### src/rtl/mrc_pkg.sv
// Shared types, constants and CRC helper for the Modbus RTU request checker.
`default_nettype none

package mrc_pkg;

  localparam int unsigned CFG_IDX_W = 8;
  localparam logic [CFG_IDX_W-1:0] REG_SLAVE_ADDRESS  = 8'd0;
  localparam logic [CFG_IDX_W-1:0] REG_REGISTER_COUNT = 8'd1;

  localparam logic [15:0] CRC_SEED   = 16'hFFFF;
  localparam logic [15:0] CRC_POLY   = 16'hA001;
  localparam logic [7:0]  MIN_FRAME  = 8'd7;
  localparam logic [7:0]  COUNT_MAX  = 8'hFF;

  localparam logic [7:0] FC_READ_COILS     = 8'd1;
  localparam logic [7:0] FC_READ_INPUTS    = 8'd2;
  localparam logic [7:0] FC_READ_HOLDING   = 8'd3;
  localparam logic [7:0] FC_READ_INPUT_REG = 8'd4;
  localparam logic [7:0] FC_WRITE_COIL     = 8'd5;
  localparam logic [7:0] FC_WRITE_REG      = 8'd6;
  localparam logic [7:0] FC_WRITE_COILS    = 8'd15;
  localparam logic [7:0] FC_WRITE_REGS     = 8'd16;

  typedef enum logic [2:0] {
    VERDICT_OK          = 3'd0,
    VERDICT_NOT_ADDR    = 3'd1,
    VERDICT_OVERFLOW    = 3'd2,
    VERDICT_TOO_SHORT   = 3'd3,
    VERDICT_BAD_CRC     = 3'd4,
    VERDICT_BAD_FUNC    = 3'd5,
    VERDICT_ADDR_RANGE  = 3'd6
  } verdict_t;

  typedef struct packed {
    logic [15:0] crc;
    logic [7:0]  count;
    logic        overflow;
    logic [7:0]  address;
    logic [7:0]  func;
    logic [15:0] start;
    logic [15:0] quantity;
  } frame_state_t;

  localparam frame_state_t FRAME_CLEAR = '{
    crc: CRC_SEED, count: 8'd0, overflow: 1'b0, address: 8'd0,
    func: 8'd0, start: 16'd0, quantity: 16'd0
  };

  function automatic logic [15:0] crc16_byte(input logic [15:0] crc_in,
                                             input logic [7:0]  data);
    logic [15:0] c;
    c = crc_in ^ {8'd0, data};
    for (int k = 0; k < 8; k++) begin
      c = c[0] ? ((c >> 1) ^ CRC_POLY) : (c >> 1);
    end
    return c;
  endfunction

endpackage

`default_nettype wire

### src/rtl/mrc_frame_update.sv
// Per-beat frame state update and end-of-frame verdict logic.
`default_nettype none

module mrc_frame_update
  import mrc_pkg::*;
#(
  parameter int unsigned MAX_FRAME_BYTES = 64
) (
  input  frame_state_t cur,
  input  logic [7:0]   rx_byte,
  input  logic [7:0]   slave_address,
  input  logic [7:0]   register_count,
  output frame_state_t nxt,
  output verdict_t     verdict
);

  localparam logic [7:0] MaxBytes = 8'(MAX_FRAME_BYTES);

  logic [16:0] top_addr;
  logic        func_ok;
  logic        range_chk;

  always_comb begin
    nxt     = cur;
    nxt.crc = crc16_byte(cur.crc, rx_byte);
    case (cur.count)
      8'd0:    nxt.address        = rx_byte;
      8'd1:    nxt.func           = rx_byte;
      8'd2:    nxt.start[15:8]    = rx_byte;
      8'd3:    nxt.start[7:0]     = rx_byte;
      8'd4:    nxt.quantity[15:8] = rx_byte;
      8'd5:    nxt.quantity[7:0]  = rx_byte;
      default: ;
    endcase
    if (cur.count != COUNT_MAX) begin
      nxt.count = cur.count + 8'd1;
    end
    if (nxt.count >= MaxBytes) begin
      nxt.overflow = 1'b1;
    end
  end

  always_comb begin
    func_ok   = nxt.func inside {FC_READ_COILS, FC_READ_INPUTS, FC_READ_HOLDING,
                                 FC_READ_INPUT_REG, FC_WRITE_COIL, FC_WRITE_REG,
                                 FC_WRITE_COILS, FC_WRITE_REGS};
    range_chk = nxt.func inside {FC_READ_HOLDING, FC_READ_INPUT_REG, FC_WRITE_REGS};
    top_addr  = {1'b0, nxt.start} + {1'b0, nxt.quantity};
    if (nxt.address != slave_address) begin
      verdict = VERDICT_NOT_ADDR;
    end else if (nxt.overflow) begin
      verdict = VERDICT_OVERFLOW;
    end else if (nxt.count < MIN_FRAME) begin
      verdict = VERDICT_TOO_SHORT;
    end else if (nxt.crc != 16'd0) begin
      verdict = VERDICT_BAD_CRC;
    end else if (!func_ok) begin
      verdict = VERDICT_BAD_FUNC;
    end else if (range_chk && (top_addr > {9'd0, register_count})) begin
      verdict = VERDICT_ADDR_RANGE;
    end else begin
      verdict = VERDICT_OK;
    end
  end

endmodule

`default_nettype wire

### src/rtl/modbus_rtu_request_checker_top.sv
// Top level of the Modbus RTU slave request checker.
`default_nettype none

// Takes one received byte per beat (tlast marks the last byte of a frame) and
// gives one verdict beat per frame. Throughput is one byte per cycle, but a
// frame's last byte waits while an earlier verdict still holds the output
// register. A byte passes an input register and then the combinational CRC-16
// and header update; at the frame's last byte the verdict goes into the output
// register, which drives out_tvalid. Every checked field comes from the running
// frame state; a frame of MAX_FRAME_BYTES bytes or more for this slave address
// reports overflow. Register writes are taken at any time but belong between frames.
module modbus_rtu_request_checker_top
  import mrc_pkg::*;
#(
  parameter int unsigned MAX_FRAME_BYTES = 64
) (
  input  wire logic                 clk,
  input  wire logic                 rst_n,
  // configuration
  input  wire logic                 cfg_valid,
  output logic                      cfg_ready,
  input  wire logic [CFG_IDX_W-1:0] cfg_index,
  input  wire logic [7:0]           cfg_data,
  // received bytes
  input  wire logic                 in_tvalid,
  output logic                      in_tready,
  input  wire logic [7:0]           in_tdata,   // [7:0] rx_byte
  input  wire logic                 in_tlast,   // end_of_frame
  // verdicts
  output logic                      out_tvalid,
  input  wire logic                 out_tready,
  output logic [47:0]               out_tdata,  // [7:0] function_code, [23:8] start_address,
                                                // [39:24] quantity, [47:40] frame_length
  output logic [2:0]                out_tuser   // [2:0] verdict
);

  logic [7:0]   slave_addr_r;
  logic [7:0]   reg_count_r;

  logic         in_valid_r;
  logic [7:0]   in_byte_r;
  logic         in_last_r;

  frame_state_t frm_r;
  frame_state_t frm_upd;
  verdict_t     verdict_upd;

  logic         out_valid_r;
  logic [47:0]  out_data_r;
  verdict_t     out_verdict_r;

  logic         out_free;
  logic         s1_adv;
  logic         emit;

  assign cfg_ready = 1'b1;

  always_ff @(posedge clk) begin
    if (!rst_n) begin
      slave_addr_r <= 8'd1;
      reg_count_r  <= 8'd0;
    end else if (cfg_valid) begin
      case (cfg_index)
        REG_SLAVE_ADDRESS:  slave_addr_r <= cfg_data;
        REG_REGISTER_COUNT: reg_count_r  <= cfg_data;
        default: ;
      endcase
    end
  end

  assign out_free  = !out_valid_r || out_tready;
  assign s1_adv    = in_valid_r && (!in_last_r || out_free);
  assign emit      = s1_adv && in_last_r;
  assign in_tready = !in_valid_r || s1_adv;

  always_ff @(posedge clk) begin
    if (!rst_n) begin
      in_valid_r <= 1'b0;
    end else if (in_tready) begin
      in_valid_r <= in_tvalid;
    end
  end

  always_ff @(posedge clk) begin
    if (in_tready && in_tvalid) begin
      in_byte_r <= in_tdata;
      in_last_r <= in_tlast;
    end
  end

  mrc_frame_update #(
    .MAX_FRAME_BYTES(MAX_FRAME_BYTES)
  ) u_update (
    .cur            (frm_r),
    .rx_byte        (in_byte_r),
    .slave_address  (slave_addr_r),
    .register_count (reg_count_r),
    .nxt            (frm_upd),
    .verdict        (verdict_upd)
  );

  always_ff @(posedge clk) begin
    if (!rst_n) begin
      frm_r <= FRAME_CLEAR;
    end else if (s1_adv) begin
      frm_r <= in_last_r ? FRAME_CLEAR : frm_upd;
    end
  end

  always_ff @(posedge clk) begin
    if (!rst_n) begin
      out_valid_r <= 1'b0;
    end else if (emit) begin
      out_valid_r <= 1'b1;
    end else if (out_tready) begin
      out_valid_r <= 1'b0;
    end
  end

  always_ff @(posedge clk) begin
    if (emit) begin
      out_data_r    <= {frm_upd.count, frm_upd.quantity, frm_upd.start, frm_upd.func};
      out_verdict_r <= verdict_upd;
    end
  end

  assign out_tvalid = out_valid_r;
  assign out_tdata  = out_data_r;
  assign out_tuser  = out_verdict_r;

  a_emit_loads_out: assert property (@(posedge clk) disable iff (!rst_n)
    emit |=> out_valid_r)
    else $error("verdict beat not presented after frame end");

  a_frame_cleared: assert property (@(posedge clk) disable iff (!rst_n)
    emit |=> (frm_r.count == 8'd0 && frm_r.crc == CRC_SEED && !frm_r.overflow))
    else $error("frame state not cleared after frame end");

  a_overflow_count: assert property (@(posedge clk) disable iff (!rst_n)
    frm_r.overflow |-> (frm_r.count >= 8'(MAX_FRAME_BYTES)))
    else $error("overflow flag set below frame limit");

  a_ok_length: assert property (@(posedge clk) disable iff (!rst_n)
    (out_valid_r && out_verdict_r == VERDICT_OK) |-> (out_data_r[47:40] >= MIN_FRAME))
    else $error("ok verdict on a short frame");

  a_no_drop: assert property (@(posedge clk) disable iff (!rst_n)
    (out_valid_r && !out_tready) |-> !emit)
    else $error("verdict overwritten while stalled");

endmodule

`default_nettype wire
### config.mk
export PLATFORM = sky130hd
export DESIGN_NAME = modbus_rtu_request_checker_top
export DESIGN_NICKNAME = d
export VERILOG_FILES = /design/src/rtl/mrc_pkg.sv /design/src/rtl/mrc_frame_update.sv /design/src/rtl/modbus_rtu_request_checker_top.sv
export SDC_FILE = /design/constraint.sdc
export NUM_CORES = 1
export LEC_CHECK = 0
export BUFFER_PORTS_ARGS = -buffer_cell sky130_fd_sc_hd__buf_2
export CAP_MARGIN = 20
export CORE_UTILIZATION = 60
export CTS_CLUSTER_DIAMETER = 40
export DETAILED_ROUTE_END_ITERATION = 8
export GPL_ROUTABILITY_DRIVEN = 0
export GPL_TIMING_DRIVEN = 0
export PLACE_DENSITY_LB_ADDON = 0.15
export SLEW_MARGIN = 20
export SYNTH_ARGS = -nofsm -noshare
export SYNTH_HDL_FRONTEND = slang
export SYNTH_HIERARCHICAL = 1
export SYNTH_SLANG_ARGS = --single-unit
### constraint.sdc
create_clock -name clk -period 7 [get_ports clk]
set_input_delay 0 -clock clk [delete_from_list [all_inputs] [get_ports clk]]
set_output_delay 0 -clock clk [all_outputs]
set_load 0.005 [all_outputs]
==> results of run 1 <==
[layout make-up]
type | instances | area, µm²
clock buffers | 19 | 453
well taps | 176 | 220
repair buffers | 104 | 646
plain buffers | 56 | 272
fillers | 973 | 3660
clock inverters | 13 | 105
multi-input cells | 611 | 4200
inverters | 31 | 116
flip-flops and latches | 151 | 3620
[state kept, by name, summed over array words and instances (netlist names)]
name,count
in_valid_r,1
out_tuser,3
in_last_r,1
out_tdata,48
frm_r,73
slave_addr_r,8
reg_count_r,8
in_byte_r,8
out_tvalid,1
[per-layer routing]
layer | GRT usage, % | share of wire, %
met4 | 14.2 | 3.3
met5 | 0 | 0
met3 | 5.89 | 7.7
met2 | 52.1 | 47
met1 | 40.0 | 42
[final timing paths]
| kind | startpoint | slack (ns) | depth (start not counted) | to |
|---|---|---|---|---|
| worst max-delay path | frm_r[56] | 0.97 | 23 | out_tuser[2] |
| worst min-delay path | cfg_index[6] | 0.02 | 4 | slave_addr_r[0] |
| worst max register to register | frm_r[56] | 0.97 | 23 | out_tuser[2] |
| worst min register to register | reg_count_r[7] | 0.47 | 2 | reg_count_r[7] |
[worst max-delay path, delay by kind of cell (launching register included)]
family	cells	cell delay (ns)
AO/OA/AOI/OAI	8	1.78
adder cells (fa/ha/maj)	2	0.50
AND/OR/NAND/NOR	10	2.16
flip-flops	1	0.36
buffers and inverters	2	0.52
multiplexers	1	0.41
[cells in the mapped netlist (all sizes together) (21+ instances only)]
| master | count |
|---|---|
| xnor2 | 27 |
| nand2 | 105 |
| dfxtp | 91 |
| o21ai | 102 |
| mux2i | 21 |
| clkbuf | 33 |
| inv | 30 |
| buf | 23 |
| edfxtp | 60 |
| mux2 | 45 |
| a21oi | 31 |
| a21boi | 60 |
| ha | 29 |
| nor2 | 35 |
[cell families (layout without fill, tap and decap cells)]
| kind of cell | after synthesis | after routing | share of synthesized area (%) |
|---|---|---|---|
| AOI/OAI and AO/OA | 243 | 243 | 19.1 |
| and+or+nand+nor | 227 | 227 | 13.5 |
| DFF | 151 | 151 | 44.1 |
| buffers and inverters | 87 | 223 | 4.72 |
| muxes | 66 | 66 | 8.73 |
| xor gates and xnor gates | 44 | 44 | 5.06 |
| adders and majority gates | 30 | 30 | 4.66 |
| other | 1 | 1 | 0.0457 |
[power breakdown]
group | internal (µW) | switching [µW]
combinational | 74.8 | 103
clock | 503 | 360
sequential | 929 | 11.2
total | 1510 | 474
[stage by stage]
stage                     total power, µW  instances  instance area, µm²
after CTS                            1980       1161                9630
after global routing                 2040       1161                9630
after floorplan                      1070        849                8210
after global placement               1120       1106                8830
final                                1980       1161                9630
after detailed placement             1120       1107                8860
==> results.tsv, run 1 <==
metric	value	unit
Slew headroom	51.5	%
# DRC	0	
initial DRC count	649	
TritonCTS clock tree	yes	
Hold Vio Cnt, Final	0	
hold-fix buffers at CTS	22	
worst-margin pin slew	0.728	ns
CP max stage delay	0.42	ns
period utilization	86.1	%
CTS max path bufs	2	
first-pass GRT wire length	34300	µm
largest net degree at the start of global routing	38	
DRT Pass-1 Iters	5	
Synth Warn #	6	
outcome	finished clean	
CP Class	reg -> reg	
VDD IR-drop max	0.000148	V
final worst setup slack	0.975	ns
vias per cell	6.08	
Final Critical Period	6.03	ns
ys flop type	dfxtp_1	
total grt overflow	0	
GR Util All Layers	31.5	%
clock skew	0.00856	ns
crit path cell chain	nor2_1 > and2_1 > buf_2 > nand3_1 > buf_1 > mux2_2 > ha_1 > a21o_1 > a21oi_1 > o21ai_0 > and3_1 > nor2_1 > a21boi_0 > ha_1 > nand4_1 > nor2_1 > nand4b_1 > a21oi_1 > nor4_1 > nand4_1 > a2111oi_4 > a41oi_1 > o311a_1	
critical path's slowest cell	nor2_1	
Post-Syn Area	8210	µm²
CTS-repair resized insts	0	
chip height	119	µm
Layout Utilization	72.5	%
Post-synth EDFFs	60	
Sink Count	151	
Pwr per Cell Area	206	nW/µm²
diode count	0	
Mapped Cells	849	
post-synthesis register bit count	151	
Synth Area per Inst	9.67	µm²
Post-Place Setup Slack	1.25	ns
Die X	119	µm
commonest cells after routing, fill and taps aside	nand2_1 (105), o21ai_0 (96), buf_2 (91), dfxtp_1 (91)	
vias in the first global route	6892	
Hold Crit Class	in -> reg	
RSZ-0062 raised after global routing	false	
crit path DAT	6.19	ns
clock insertion delay at the later pin of the skew report	0.42	ns
Post-synth ARST share	0	%
area of the die	14200	µm²
root buffer cell	clkbuf_16	
top cells by area, synth	dfxtp_1 (22%), edfxtp_1 (22%), mux2_2 (6.0%)	
share of the synthesized area in the top cell type	22.2	%
static leakage	0.00377	µW
Highest Clock Rate	0.166	GHz
crit start category	register	
PortBufs	81	
syn nets	909	
Post-CTS Setup Repair Bufs	0	
Hold WS	0.0222	ns
Reg clk slew, reported paths	0.06	ns
Yosys cell types	75	
Final TNS setup	0	ns
Final Routed Wirelength	21600	µm
final slew viol count	0	
initial antenna violation count	0	
Data required, critical path	7.16	ns
Starting Density	61.7	%
nets	1032	
crit path max fanout	10	
wire per inst	18.6	µm
vias	7061	
post-synth top area cell	dfxtp_1	
hpwl dp	15100	µm
antenna viol nets, final	0	
CORE AREA	13300	µm²
fraction of layout instances using a drive strength above 1	19.9	%
# IOs	84	
CTS Buf Count	17	
CTS HTree Levels	4	
endpoints failing setup	0	
Max Cap Viol	0	
area grow syn2layout	17.4	%
register area share after synthesis	44.1	%
Worst Setup End Kind	register	
Crit path top cell by count	nor2_1	
commonest non-fill, non-tap cell in the layout	nand2_1	
Site Rows	42	
Power figures use the tool's default switching activity.
==> run 2, diff against run 1 <==
- ABC_AREA: unset -> 1
- CORE_MARGIN: unset -> 2
- CORE_UTILIZATION: 60 -> 59
==> run 2 against run 1 <==
  * Clock power grew 9.4%
  * Setup slack improved by 1.2 ns
  * Routed wire length fell by 13%
  * Maximum frequency is 25% higher
  * Die area grew 0.65%
  * Flip-flop and latch count unchanged
  * Synthesized cell count grew 13%
  * Critical path depth up 6
  * Largest cell class unchanged
  * Critical path type unchanged
  * Register-to-register slack improved by 1.2 ns
  * Core utilization is 1.1 points lower
==> results.tsv, run 2 <==
metric	value	unit
crit path from	frm_r[50]	
critical hold path startpoint	cfg_valid	
Largest Register	frm_r	
Highest Clock Rate	0.208	GHz
non-filler cells, final	1273	
TritonCTS clock tree	yes	
Crit path top cell by count	nand2_1	
fill count	1045	
crit path max fanout	10	
Final Critical Period	4.81	ns
Synth Warn #	6	
most frequent cell after synthesis	nand2_1	
RSZ-0062 raised after global routing	false	
Post-Place Setup Slack	2.40	ns
post-synthesis register bit count	151	
hpwl dp	13100	µm
wire per inst	14.8	µm
sequential power share	45.5	%
crit start category	register	
area grow syn2layout	19.3	%
DRT Pass-1 Iters	5	
register area share after synthesis	46.2	%
commonest cells after routing, fill and taps aside	nand2_1 (256), a21oi_1 (105), buf_2 (92)	
final worst setup slack	2.19	ns
vias in the first global route	6331	
Hold Vio Cnt, Final	0	
Yosys cell types	43	
Site Rows	42	
Final TNS setup	0	ns
commonest non-fill, non-tap cell in the layout	nand2_1	
ys flop type	dfxtp_1	
worst-margin pin slew	0.639	ns
nets	1144	
Switching Fraction	22.8	%
static leakage	0.00397	µW
# DRC	0	
Synth Area per Inst	8.20	µm²
fraction of layout instances using a drive strength above 1	18.5	%
GR Util All Layers	27.4	%
Register-to-Register Path Depth	29	
area of the die	14200	µm²
Mapped Cells	957	
Post-Syn Area	7850	µm²
CTS Buf Count	17	
hold path cells	6	
Worst Setup End Kind	register	
syn nets	1017	
vias per cell	5.37	
initial antenna violation count	0	
internal reg-to-reg setup slack	2.19	ns
final slew viol count	0	
Pint	1600	µW
sequential cell area	3620	µm²
total grt overflow	0	
endpoints failing setup	0	
initial DRC count	551	
chip height	119	µm
first-pass GRT wire length	30400	µm
synth cell count leaders	nand2_1 (256), a21oi_1 (105), dfxtp_1 (91), nor2_1 (85), inv_1 (80)	
Power Total	2070	µW
CP Class	reg -> reg	
clock insertion delay at the later pin of the skew report	0.43	ns
vias	6831	
Logic pwr share	8.9	%
max reg flops	73	
Final Routed Wirelength	18800	µm
largest net degree at the start of global routing	38	
final instance area	9370	µm²
Post-DP Area	8500	µm²
clock skew	0.00813	ns
Hold Crit Class	in -> reg	
root buffer cell	clkbuf_16	
post-synth top area cell	dfxtp_1	
Post-CTS Setup Repair Bufs	0	
CORE AREA	13100	µm²
area occupied by multi-input gates	3640	µm²
placed cells	1215	
Slew headroom	57.0	%
Max Cap Viol	0	
PortBufs	81	
Post-synth EDFFs	60	
clock network fraction of design power	45.6	%
top cells by area, synth	dfxtp_1 (23%), edfxtp_1 (23%), nand2_1 (12%)	
Reg clk slew, reported paths	0.06	ns
Post-synth ARST share	0	%
outcome	finished clean	
period utilization	68.7	%
CTS HTree Levels	4	
Starting Density	59.8	%
diode count	0	
antenna viol nets, final	0	
Pwr per Cell Area	221	nW/µm²
# IOs	84	
Sink Count	151	
Data required, critical path	7.17	ns
CP max stage delay	0.34	ns
switching power	472	µW
share of the synthesized area in the top cell type	23.2	%
crit path DAT	4.98	ns
Critical R2R Launch	frm_r[50]	
VDD IR-drop max	0.000135	V
CTS max path bufs	2	
critical path's slowest cell	dfxtp_1	
Die X	119	µm
run 2: changes by cell type after synthesis, moves of 39 or more:
cell	change
a21boi_0	-60
a21oi_1	+74
inv_1	+50
mux2_2	-39
nand2_1	+151
nor2_1	+50
o21ai_0	-75
run 2: cell families (layout without fill, tap and decap cells):
family | Yosys count | in the layout | synth area share, %
AO/OA/AOI/OAI | 163 | 163 | 11.4
XOR/XNOR | 38 | 38 | 4.43
adder cells (fa/ha/maj) | 30 | 30 | 4.88
buffers and inverters | 124 | 264 | 7.44
flip-flops | 151 | 151 | 46.2
multiplexers | 5 | 5 | 0.717
other | 1 | 1 | 0.0478
AND/OR/NAND/NOR | 445 | 445 | 24.9
run 2: cell type report:
cell class | count | share of cell area, %
Timing Repair Buffer | 108 | 7.32
Clock buffer | 24 | 5.26
Buffer | 38 | 2.79
Sequential cell | 151 | 38.7
Multi-Input combinational cell | 682 | 38.9
Tap cell | 176 | 2.35
Clock inverter | 8 | 1.27
Inverter | 86 | 3.45
run 2: worst max-delay path: cells and delay by family, from the launching register on:
kind / cells / cell delay, ns
DFF: 1 / 0.34
xor gates and xnor gates: 1 / 0.23
adders and majority gates: 4 / 1.00
buffers and inverters: 3 / 0.33
and+or+nand+nor: 14 / 1.33
AOI/OAI and AO/OA: 7 / 1.29
run 2: metrics by stage:
step	hold slack, ns	util (%)
after detailed placement	0.179	64.7
after global placement	0.176	64.5
final	0.0792	71.3
after floorplan	0.0989	-
after CTS	0.0682	71.3
after global routing	0.130	71.3
run 2: path summary, 6_finish.rpt:
kind / end
setup / recovery: out_tuser[2]
hold / removal: reg_count_r[4]
setup reg to reg: out_tuser[2]
hold reg to reg: frm_r[7]
run 2: timing repair:
action                                 CTS  global route
hold buffers                            26             0
setup endpoints to repair                0             0
gates resized for setup                  0             0
endpoints found under the hold margin   27             0
run 2: layer usage:
layer,vias to the layer above,track usage [%],part of all wire (%)
li1,3407,-,-
met1,3135,35.7,43
met2,246,45.0,48
met3,43,4.60,6.8
met4,0,12.5,3.0
met5,-,0,0
run 2: power groups by stage:
| stage | clock [µW] | sequential (µW) | combinational [µW] |
|---|---|---|---|
| 6_report | 944 | 941 | 185 |
| 5_1_grt | 994 | 943 | 204 |
| 4_1_cts | 950 | 941 | 180 |
| 3_5_place_dp | 0 | 960 | 169 |
| 3_3_place_gp | 0 | 960 | 166 |
| 2_1_floorplan | 0 | 959 | 117 |
==> run 3, diff against run 2 <==
- ABC_AREA: 1 -> 0
- CORE_UTILIZATION: 59 -> 54
- clock period: 7 -> 4.2 ns (I/O delays scaled with it)
==> run 3 against run 2 <==
  * The flow now finishes with violations (negative setup slack)
  * Hold slack worse by 0.030 ns
  * Routed wire length up 15%
  * Sequential power grew 66%
  * Global-route usage shrank 0.40 points
  * Sequential share of layout area shrank 2.9 points
  * Maximum frequency decreased by 0.28%
  * Critical endpoint unchanged
==> results.tsv, run 3 (synthesis results as in run 1) <==
metric	value	unit
final worst setup slack	-0.621	ns
Switching Fraction	23.2	%
DRT Pass-1 Iters	5	
chip height	127	µm
nets	1060	
wire per inst	17.9	µm
CP endpoint	out_tuser[2]	
failing checks	negative setup slack	
Layout Utilization	67.6	%
commonest cells after routing, fill and taps aside	nand2_1 (102), o21ai_0 (93), buf_2 (90)	
final slew viol count	0	
fill count	1205	
Final Routed Wirelength	21500	µm
static leakage	0.00398	µW
root buffer cell	clkbuf_16	
Pwr per Cell Area	335	nW/µm²
non-filler cells, final	1201	
Max Cap Viol	0	
largest net degree at the start of global routing	52	
commonest non-fill, non-tap cell in the layout	nand2_1	
Hold WS	0.0488	ns
crit start category	register	
GR Util All Layers	27.0	%
antenna viol nets, final	0	
area of the die	16200	µm²
crit path from	frm_r[53]	
Final Critical Period	4.82	ns
first-pass GRT wire length	33800	µm
VDD IR-drop max	0.000244	V
RSZ-0062 raised after global routing	true	
# DRC	0	
Highest Clock Rate	0.207	GHz
Slew headroom	47.4	%
CP Class	reg -> reg	
outcome	complete, but fails checks	
hpwl dp	14800	µm
# IOs	84	
Hold Crit Class	in -> reg	
CORE AREA	15000	µm²
vias per cell	5.70	
period utilization	115	%
Data required, critical path	4.37	ns
CTS HTree Levels	4	
vias	6850	
initial DRC count	488	
Hold Vio Cnt, Final	0	
initial antenna violation count	0	
TritonCTS clock tree	yes	
Critical R2R Launch	frm_r[53]	
critical path's slowest cell	o311a_1	
crit path max fanout	7	
worst-margin pin slew	0.789	ns
Starting Density	54.6	%
max reg flops	73	
Post-DP Area	8930	µm²
Register-to-Register Path Depth	22	
CP max stage delay	0.39	ns
final instance area	10200	µm²
Die X	127	µm
Site Rows	45	
placed cells	1118	
Logic pwr share	8.8	%
PortBufs	81	
clock skew	0.00627	ns
crit path cell chain	nor3_4 > and2_4 > nand3_4 > buf_8 > mux2_4 > ha_4 > fa_2 > a21o_1 > a21oi_2 > o21ai_2 > nand2_2 > xnor2_2 > ha_1 > nand4_1 > nor2_2 > nand4b_1 > a21oi_2 > nor4_2 > nand4_1 > a2111oi_4 > a41oi_1 > o311a_1	
diode count	0	
CTS max path bufs	2	
Pint	2610	µW
Sink Count	151	
crit path DAT	4.99	ns
sequential power share	45.9	%
Final TNS setup	-1.23	ns
total grt overflow	0	
fraction of layout instances using a drive strength above 1	25.5	%
Worst Setup End Kind	register	
vias in the first global route	6520	
Reg clk slew, reported paths	0.06	ns
CTS Buf Count	17	
clock insertion delay at the later pin of the skew report	0.43	ns
sequential cell area	3640	µm²
clock network fraction of design power	45.3	%
switching power	791	µW
area grow syn2layout	23.9	%
Crit Reg-Reg Endpoint	out_tuser[2]	
area occupied by multi-input gates	4440	µm²
internal reg-to-reg setup slack	-0.62	ns
endpoints failing setup	2	
Largest Register	frm_r	
run 3: stage by stage:
step	power [µW]	setup slack (ns)
3_3_place_gp	1870	-0.872
5_1_grt	3520	-0.845
3_5_place_dp	1870	-0.941
6_report	3410	-0.621
4_1_cts	3420	-0.705
2_1_floorplan	1780	-0.258
run 3: worst max-delay path, delay by kind of cell, from the launching register on:
kind / cells / cell delay (ns)
flops: 1 / 0.36
compound gates: 7 / 1.31
buf+inv: 1 / 0.16
mux: 1 / 0.32
simple gates: 9 / 1.53
xor+xnor: 1 / 0.07
fa+ha+maj: 3 / 0.80
run 3: layer usage:
layer | track usage (%) | share of wire [%] | up-vias | wire length (µm)
met5 | 0 | 0 | - | 0
met4 | 10.5 | 2.9 | 0 | 618
met3 | 5.57 | 5.9 | 43 | 1280
met2 | 45.1 | 48 | 234 | 10400
met1 | 34.6 | 43 | 3216 | 9260
li1 | - | - | 3357 | -
run 3: cell type report:
| cell class | count | area share, % |
|---|---|---|
| clock inverter | 14 | 1.55 |
| sequential | 151 | 35.8 |
| clock buffer | 18 | 4.32 |
| buffer | 55 | 2.77 |
| timing repair buffer | 132 | 8.46 |
| inverter | 31 | 1.14 |
| tap | 188 | 2.31 |
| multi-input combinational | 612 | 43.7 |
run 3: worst min-delay path by stage:
stage,start,end,slack (ns),depth (start not counted)
3_3_place_gp,in_tdata[6],in_byte_r[6],0.18,1
3_5_place_dp,in_tdata[7],in_byte_r[7],0.18,1
4_1_cts,cfg_index[5],slave_addr_r[2],0.03,4
6_report,cfg_index[1],slave_addr_r[2],0.05,4
2_1_floorplan,in_tdata[0],in_byte_r[0],0.1,0
5_1_grt,cfg_index[5],slave_addr_r[5],0.06,4
run 3: timing repair:
item	4_1_cts	5_1_grt
setup endpoints to repair	2	2
pin swaps	3	5
gates resized for setup	19	22
hold buffers	24	0
cloned	0	1
setup buffers	14	13
hold endpoints to repair	27	0
run 3: power groups by stage:
stage,logic [µW],clock network [µW],registers [µW]
after floorplan,187,0,1590
after CTS,293,1560,1570
final,298,1540,1560
after detailed placement,273,0,1600
after global placement,273,0,1600
after global routing,325,1620,1570
